**config.mk**
```make
export PLATFORM = sky130hd
export DESIGN_NAME = kmp_ram
export DESIGN_NICKNAME = d
export VERILOG_FILES = /design/src/kmp_ram.sv
export SDC_FILE = /design/constraint.sdc
export NUM_CORES = 2
export LEC_CHECK = 0
export BUFFER_PORTS_ARGS = -buffer_cell sky130_fd_sc_hd__buf_2
export CORE_UTILIZATION = 51
export DETAILED_ROUTE_END_ITERATION = 6
export PLACE_DENSITY = 0.67
export RECOVER_POWER = 50
export SETUP_SLACK_MARGIN = 0.1
export SLEW_MARGIN = 20
export SYNTH_ARGS = -nofsm -noshare
export SYNTH_HDL_FRONTEND = slang
export SYNTH_SLANG_ARGS = --single-unit
```
**constraint.sdc**
```tcl
create_clock -name clk -period 8.6 [get_ports clk]
set_clock_uncertainty 0.2 [all_clocks]
set_input_delay 0 -clock clk [delete_from_list [all_inputs] [get_ports clk]]
set_output_delay 0 -clock clk [all_outputs]
set_load 0.005 [all_outputs]
```
**src/kmp_ram.sv**
```systemverilog
// Generic single write port RAM with registered read.
module kmp_ram #(
	parameter int Width = 32,
	parameter int Depth = 64
) (
	input  logic                     clk,
	input  logic                     we,
	input  logic [$clog2(Depth)-1:0] waddr,
	input  logic [Width-1:0]         wdata,
	input  logic [$clog2(Depth)-1:0] raddr,
	output logic [Width-1:0]         rdata
);
	logic [Width-1:0] mem_q [Depth];
	always_ff @(posedge clk) begin
		if (we) begin
			mem_q[waddr] <= wdata;
		end
		rdata <= mem_q[raddr];
	end
endmodule

```
==> impl_results.md <==
- Worst Hold Class: in2reg
- Async SR Flop Fraction: 0
- Largest cells by area after synthesis: edfxtp_1 (78%), mux4_2 (16%), mux2i_1 (1.2%), dfxtp_1 (0.82%), o22ai_1 (0.67%)
- Slew headroom: -1.00
- Syn nets: 3,370
- Pins Over Slew Limit: about 1.9k
- Clock buffer depth: 3
- Crit path kind: in2reg
- Setup Buffers After CTS: 0
- Total net switching power: about 4.3 mW
- Vias in the first global route: approximately 37k
- Slew of the pin with the lowest slew margin: approximately 3.0 ns
- H-tree depth: 4
- Global route total overflow: 0
- Clock root cell: clkbuf_16
- Layout cell share with drive strength beyond 1: 0.272
- Cell with the most instances after synthesis: edfxtp_1
- Initial Utilization: 0.515
- Post-synth top cells: edfxtp_1 (2,048), mux4_2 (544), nor2_1 (137)
- Power share of the combinational group: 0.046
- Mapped Area: around 79,000 um^2
- Die height: about 390 um
- First-pass GRT wire length: around 270,000 um
- Ys Warns: 0
- RSZ-0062 raised after global routing: no
- Final hold vios: 0
- Die width: 394 um
- Clock share of power: 0.412
- Seq cells post-synth: 2,080
- Area Overhead vs Synth: 12.9%
- Syn Inst Count: between 3k and 4k
- Initial antenna violation count: 7
- WL final: between 150,000 and 200,000 um
- Count of cell types in the netlist: 34
- Setup slack after layout: 5.06 ns
- Final Wtd Congestion: around 0.77
- Crit path cell chain: dlygate4sd3_1 > buf_8 > buf_12 > buf_4 > mux4_2 > mux2i_1 > a21oi_1 > a21oi_1 > nor2_1
- Fmax: around 280 MHz
- Sequential share of the synthesized area: 0.791
- CTS clk-pin slew, worst paths: ~0.06 ns
- Die area: approximately 160,000 um^2
- HPWL after detailed placement: between 90,000 and 100,000 um
- Most used cell, CP: a21oi_1
- Setup violators final: 0
- # clock sinks: around 2.1k
- TritonCTS Buffers: 200
- Routed Antenna Nets: 0
- Peak VDD IR: approximately 0.21 mV
- Pint: between 15 and 20 mW
- Clock Latency Late Sink: ~0.83 ns
- Largest net degree at the start of global routing: ~130
- Fin crit period: around 3.5 ns
- Ys flop type: edfxtp_1
- Port Buffers: 77
- Crit. End Element: flop
- Syn_area_per_cell: around 24 um^2
- Fin nets: 3,611
- Initial DRC count: roughly 4.5k
- Wire per inst: 32.9 um
- Crit-path max cell delay: around 0.74 ns
- Standard-cell rows: 143
- DR DRC count: 0
- GR Util All Layers: 0.246
- Power per cell area: 235 nW/um^2
- Worst EP required: approximately 9.1 ns
- Final period utilization: 0.412
- TritonRoute pass-1 iters: 5
- Avg Vias per Cell: between 6 and 7
- IO Pins: ~80
- Post-synth EDFFs: around 2k
- Core ar.: approximately 150,000 um^2
- Pre-CTS setup slack: 4.59 ns
- Via count: 37.0k
- Status: finished, violations left
- Crit path arrival time: ~4 ns
- TritonCTS clock tree: yes
- Net Sw Frac: 0.205
- Failing checks: capacitance limit, slew limit
- Max cap viols: 31
- CP Max Fanout: 94
- Crit start category: input pin
- LEAKAGE: 27.4 nW
- Crit-path slowest cell: buf_4
- Area leader, netlist: edfxtp_1
- Synth top area share: 0.783
- Setup_tns: 0 ns
- Seq pwr share: 0.542
==> power groups by stage <==
stage / Clock [mW] / Sequential (mW) / Combinational (mW)
6_report: 8.60 / 11.3 / 0.958
5_1_grt: 9.09 / 11.3 / 1.02
4_1_cts: 8.71 / 11.3 / 0.974
3_5_place_dp: 0 / 11.5 / 0.954
3_3_place_gp: 0 / 11.5 / 0.940
2_1_floorplan: 0 / 11.5 / 0.546
==> per-layer routing <==
layer	wire [um]	GRT usage
met5	23	0
met4	4110	0.0632
met3	17700	0.0443
met2	90400	0.383
met1	77100	0.365
==> placed cells by master (no fill, tap or decap), types with 5 or more instances in the layout <==
master and instances:
edfxtp_1 2048, mux4_2 544, clkbuf_16 207, clkbuf_1 112, mux2i_1 93, buf_4 85, o22ai_1 84, nor2_1 76
a21oi_1 62, nor2_4 60, dlygate4sd3_1 46, dfxtp_1 32, clkinv_1 30, buf_2 30, o221ai_1 27, clkinv_2 27
nand2_1 26, bufinv_16 16, nor2b_1 14, a22oi_1 12, a311oi_1 8, clkbuf_8 8, nand2b_1 7, buf_12 7
nand3b_1 5, nor3_1 5, nand3_1 5
==> metrics by stage <==
stage	power (mW)	std cells	utilization	hold WS (ns)	cell area [um^2]
finish	20.8	5761	0.582	0.00642	88700
global route	21.4	5759	0.582	0.0564	88700
CTS	21.0	5752	0.582	0.0114	88700
detailed placement	12.4	5342	0.537	0.194	81900
global placement	12.4	5342	0.537	0.197	81900
floorplan	12.0	3324	-	-0.101	78500
==> kinds of logic (layout without fill, tap and decap cells) <==
logic type	Yosys count	after routing	share of synthesized area
mux	637	637	0.168
other cells	0	3	0
compound gates	202	202	0.0167
simple gates	223	223	0.0127
flops	2080	2080	0.791
buf+inv	182	586	0.0113
==> worst max-delay path, delay by kind of cell <==
| family | cells | cell delay [ns] |
|---|---|---|
| AND/OR/NAND/NOR | 1 | 0.07 |
| AO/OA/AOI/OAI | 2 | 0.68 |
| multiplexers | 2 | 0.63 |
| buffers and inverters | 4 | 2.43 |
==> layout make-up <==
cell class / instances / area, um^2
Fill cell: 10865 / 63800
Sequential cell: 2080 / 62100
Multi-Input combinational cell: 1062 / 16000
Clock buffer: 278 / 5530
Tap cell: 2030 / 2540
Timing Repair Buffer: 221 / 1630
Clock inverter: 87 / 876
Antenna cell: 3 / 7.51
==> registers in the layout (all words and copies together) (netlist names) <==
name,count
rdata,32
mem_q,2048
==> what timing repair did <==
item	CTS	global route
hold buffers	45	1
hold endpoints to repair	2276	17
resized for setup	0	0
==> worst paths after layout <==
path                                         startpoint                     end  slack, ns  depth (start not counted)
worst min-delay path                           waddr[3]  mem_q[22][8]$_DFFE_PP_      0.006                          4
worst max register to register  mem_q[47][13]$_DFFE_PP_       rdata[13]$_DFF_P_       6.14                          5
worst min register to register  mem_q[28][20]$_DFFE_PP_       rdata[20]$_DFF_P_       0.55                          4
worst max-delay path                           raddr[2]       rdata[10]$_DFF_P_       5.06                          9
Note: power is estimated with default switching activity, not from simulation.
