`src/kmp_pkg.sv`:
```
// Shared types and constants for the k-step Fibonacci matrix power block.
package kmp_pkg;
	localparam int MaxOrder = 8;
	localparam int IdxW = $clog2(MaxOrder);
	localparam int CellW = 2 * IdxW;
	localparam int Cells = MaxOrder * MaxOrder;
	localparam int ValW = 32;
	localparam logic [3:0] OrderReset = 4'd2;
	localparam logic [31:0] ModReset = 32'd1000000009;
	localparam logic CfgOrder = 1'b0;
	localparam logic CfgModulus = 1'b1;

	typedef enum logic [3:0] {
		ST_IDLE, ST_INIT, ST_CHECK, ST_MUL_RD, ST_MUL_WAIT, ST_MAC_MUL, ST_MAC_RED,
		ST_MAC_ADD, ST_STORE, ST_COPY_RD, ST_COPY_WR, ST_NEXT, ST_DONE
	} state_t;
endpackage

```
`src/kmp_modmul.sv`:
```
// Sequential shift-add modular multiplier: one bit of b per cycle.
module kmp_modmul import kmp_pkg::*; (
	input  logic            clk,
	input  logic            arst_n,
	input  logic            go,
	input  logic [ValW-1:0] a,
	input  logic [ValW-1:0] b,
	input  logic [ValW-1:0] m,
	output logic            done,
	output logic [ValW-1:0] p
);
	logic [ValW:0]          acc_q, a_q;
	logic [ValW-1:0]        b_q;
	logic [$clog2(ValW):0]  cnt_q;
	logic                   run_q;
	logic [ValW+1:0]        dbl, sum;
	logic [ValW:0]          dbl_r, acc_n, a_n;

	// operands stay below m, so one subtract reduces each step
	always_comb begin
		dbl   = {1'b0, acc_q} << 1;
		dbl_r = (dbl >= {2'b0, m}) ? (ValW+1)'(dbl - {2'b0, m}) : dbl[ValW:0];
		sum   = {1'b0, dbl_r} + {1'b0, a_q};
		acc_n = b_q[ValW-1] ? ((sum >= {2'b0, m}) ? (ValW+1)'(sum - {2'b0, m})
			: sum[ValW:0]) : dbl_r;
		a_n   = a_q;
	end

	always_ff @(posedge clk or negedge arst_n) begin
		if (!arst_n) begin
			run_q <= 1'b0;
			cnt_q <= '0;
			done  <= 1'b0;
		end else begin
			done <= 1'b0;
			if (go) begin
				run_q <= 1'b1;
				cnt_q <= '0;
			end else if (run_q) begin
				cnt_q <= cnt_q + 1'b1;
				if (cnt_q == ($clog2(ValW)+1)'(ValW - 1)) begin
					run_q <= 1'b0;
					done  <= 1'b1;
				end
			end
		end
	end

	always_ff @(posedge clk) begin
		if (go) begin
			acc_q <= '0;
			a_q   <= {1'b0, a};
			b_q   <= b;
		end else if (run_q) begin
			acc_q <= acc_n;
			a_q   <= a_n;
			b_q   <= b_q << 1;
		end
	end

	assign p = acc_q[ValW-1:0];
endmodule
```
`config.mk`:
```
export PLATFORM = sky130hd
export DESIGN_NAME = kmp_modmul
export DESIGN_NICKNAME = d
export VERILOG_FILES = /design/src/kmp_pkg.sv /design/src/kmp_modmul.sv
export SDC_FILE = /design/constraint.sdc
export NUM_CORES = 1
export LEC_CHECK = 0
export BUFFER_PORTS_ARGS = -buffer_cell sky130_fd_sc_hd__buf_4
export CAP_MARGIN = 15
export CORE_UTILIZATION = 60
export DETAILED_ROUTE_END_ITERATION = 10
export PLACE_DENSITY = 0.94
export SYNTH_ARGS = -nofsm -noshare
export SYNTH_HDL_FRONTEND = slang
export SYNTH_SLANG_ARGS = --single-unit
```
`constraint.sdc`:
```
create_clock -name clk -period 15.2 [get_ports clk]
set_clock_uncertainty 0.1 [all_clocks]
set_input_delay 0.76 -clock clk [delete_from_list [all_inputs] [get_ports clk]]
set_output_delay 0.76 -clock clk [all_outputs]
set_load 0.1 [all_outputs]
```
==> reports/summary.md <==
The run finished with clean final reports. The later-pin clock latency in the skew report was 0.38 ns. Once the clock tree was built, the resizer swapped 0 gates to a different size. H-tree depth: 3. The library cell with the largest summed area after synthesis is edfxtp_1. The minimum clock period after layout is 9.50 ns, and the share of synthesized area occupied by flip-flops and latches is 28.4%. Averaged over all synthesized cells, the footprint is 8.54 sq um. For this design, the CTS-stage hold fixing added 0 buffers. Measured along the x axis, the die boundary spans 130 microns.

In the synthesized netlist the dominant register cell turns out to be edfxtp_1. Initial antenna violation count: 0. Port buffering added 131 buffers.

Global routing used 34.1% of the available tracks. After global routing the overflow that remains totals 0. The tree is rooted in a clkbuf_16. The number of warnings reported in the yosys synthesis log is 0, and the number of max-cap violations is 0. The number of max-slew violations in the final report came out at 0. The initial utilization of the core area, before any placement, comes to 61.5%. The number of enable flip-flop cells after synthesis was 64; the die boundary height was 130 microns. Number of nets in the final layout: 1430. The worst pin sits at a relative slew slack of 29.8%. TritonCTS built the clock tree. In the routed layout, each cell is associated on average with a via count of 6.33.

STA classifies the critical path endpoint as a register. Critical setup path kind: input pin to register. At the worst endpoint, the required time is 15.41 ns.

Routability-driven placement finished with a final weighted congestion of 1.03. The largest individual stage delay along the critical path comes from the cell a2111oi_0. The worst-case clock buffer depth was 2. The fraction of the cycle the final worst path needs works out to 62.5%. The routed layout has 9190 vias. For this run, the top clock speed supported by timing is 105 MHz. The placed wire-length estimate after detailed placement is 21.3 mm, and the final antenna diode count is 0. The post-synthesis instance area is 0.00981 sq mm.

After synthesis, the share of flip-flops with an asynchronous set or reset is 7.62%. The first global-routing pass estimated 44.1 mm of wire. The area share of the largest cell type after synthesis was 19.6%.

Setup repair after global routing left no endpoint under its margin. During I/O placement, the number of pins put on the boundary was 132. The number of sinks driven by the clock tree was 105.

The core region area is 0.0159 sq mm. The post-synthesis sequential element count is 105. Of all nets on the critical path, the largest fanout is 41. The post-route netlist has 16.6% of its cells at a drive strength greater than 1. The worst setup path is launched from an input pin. Clock-pin slew was measured on the worst setup and hold paths at 0.09 ns. When the netlist entered floorplanning its net count stood at 1347. Smallest hold slack: 0.0803 ns. For the worst setup path, the data arrival time is 9.71 ns.

The number of standard cells after synthesis was 1148. The run gives 8839 as the number of global-route vias before repair. The type of the worst min-delay path is input pin to asynchronous set/reset pin. After detailed routing, the number of remaining DRC violations is 0. The setup slack of the most critical reg-to-reg path is 5.94 ns, and the clock buffer count from CTS is 9.

Detailed-router iteration count before antenna repair: 5. After the first detailed-routing iteration, the DRC count stood at 856. On the worst path, the slowest cell contributes a delay of 0.86 ns.

The tools report the aggregate routed wire length as 28.5 mm. Yosys mapped the design onto 75 distinct sky130hd cell types. In this run the core area contains 46 standard-cell rows.

For the count of final setup violators, the log shows 0. Yosys attributes the largest share of cell area to edfxtp_1 20%, ha_1 12%, dfxtp_1 6.7%, a21oi_1 5.8%, xnor2_1 4.3%. The run gives 0 as the count of nets left with antenna violations after detail routing. The floorplan die area was 0.0169 sq mm. Leaving out fill and tap cells, the most frequent cell in the layout is buf_4.

The library cells used most frequently in the layout, excluding fill and tap cells, are 136 x buf_4, 114 x a21oi_1, 97 x ha_1. The run gives 0 as the post-CTS setup repair buffer count. Entering global routing, the biggest net connects 83 pins.

At the pin with the least slew margin, the transition time is 1.05 ns. The hold violation count in the final report came out at 0. The relative area change from synthesis to final layout is 12.7%, and the total negative slack is 0 ns. After detailed routing, the average wire length per cell comes to 19.6 microns.
-- critical path: cells and delay by family --
kind / cells / cell delay (ns)
compound gates: 11 / 3.85
simple gates: 11 / 2.91
fa+ha+maj: 4 / 1.54
buf+inv: 3 / 0.44
xor+xnor: 1 / 0.19
-- area by class of cell --
class	count	area (sq um)
Clock inverter	7	93.8
Tap cell	216	270
Sequential cell	105	2780
Timing Repair Buffer	137	1050
Clock buffer	9	225
Inverter	67	251
Multi-Input combinational cell	911	6380
Fill cell	1243	4890
-- state kept, by name, indices dropped and copies added, names as in the netlist --
register	cells
a_n	32
done	1
run_q	1
b_q	32
cnt_q	6
acc_q	33
-- cells by family (layout without fill, tap and decap cells) --
kind of cell / Yosys count / count (layout) / synth area share (%)
fa+ha+maj: 100 / 100 / 13.0
mux: 53 / 53 / 5.87
compound gates: 386 / 386 / 25.2
buf+inv: 132 / 220 / 6.60
simple gates: 295 / 295 / 14.1
flops: 105 / 105 / 28.4
xor+xnor: 77 / 77 / 6.88
-- stage by stage --
| step | worst slack (ns) | std cells | utilization (%) | area (sq um) |
|---|---|---|---|---|
| after floorplan | 7.39 | 1148 | - | 9810 |
| after global placement | 6.05 | 1435 | 67.1 | 10700 |
| after detailed placement | 5.65 | 1435 | 67.1 | 10700 |
| after CTS | 5.95 | 1451 | 69.1 | 11000 |
| after global routing | 5.21 | 1452 | 69.3 | 11100 |
| final | 5.70 | 1452 | 69.3 | 11100 |
-- cells in the mapped netlist (4+ instances only) --
master       n
and2_1      12
buf_4       32
a31oi_1     10
edfxtp_1    64
or3_1        6
o31ai_1     15
and3_1       7
nand3_1     17
o21ai_0     82
ha_1        97
a311oi_1     7
nor3_1      16
dfxtp_1     33
nand2_1     94
or2_2        6
o21bai_1    14
a21o_1      35
xor2_1      29
a2111oi_0    4
a21oi_1    114
nor3b_1      4
a211oi_1    19
inv_1       67
mux2_2      35
mux2i_1     17
nor2b_1      9
o21ai_1      7
clkbuf_1    24
nand4_1     12
o211ai_1    10
a21boi_0     6
nor4_1       4
nand2b_1    10
buf_1        4
nor2_1      88
o21a_1      15
dfrtp_1      8
xnor2_1     48
a22oi_1     12
-- metal layers --
| metal | wire, microns | share of wire, % | vias to the layer above | GRT usage [%] |
|---|---|---|---|---|
| li1 | - | - | 4379 | - |
| met1 | 11700 | 41 | 4195 | 43.0 |
| met2 | 12700 | 45 | 516 | 55.4 |
| met3 | 2650 | 9.3 | 100 | 6.81 |
| met4 | 1350 | 4.7 | 0 | 18.1 |
| met5 | 0 | 0 | - | 0 |
-- final timing paths --
kind / startpoint / end / cells past startpoint
worst min register to register: acc_q[32] / acc_q[32] / 2
worst max-delay path: m[0] / acc_q[26] / 30
max in group asynchronous: arst_n / cnt_q[5] / 1
worst min-delay path: arst_n / cnt_q[3] / 1
min in group clk: acc_q[32] / acc_q[32] / 2
worst max register to register: acc_q[0] / acc_q[26] / 28
Power is left out: the tool's default activity adds up to more than one toggle a clock period on the data nets, which glitch-free logic cannot reach.
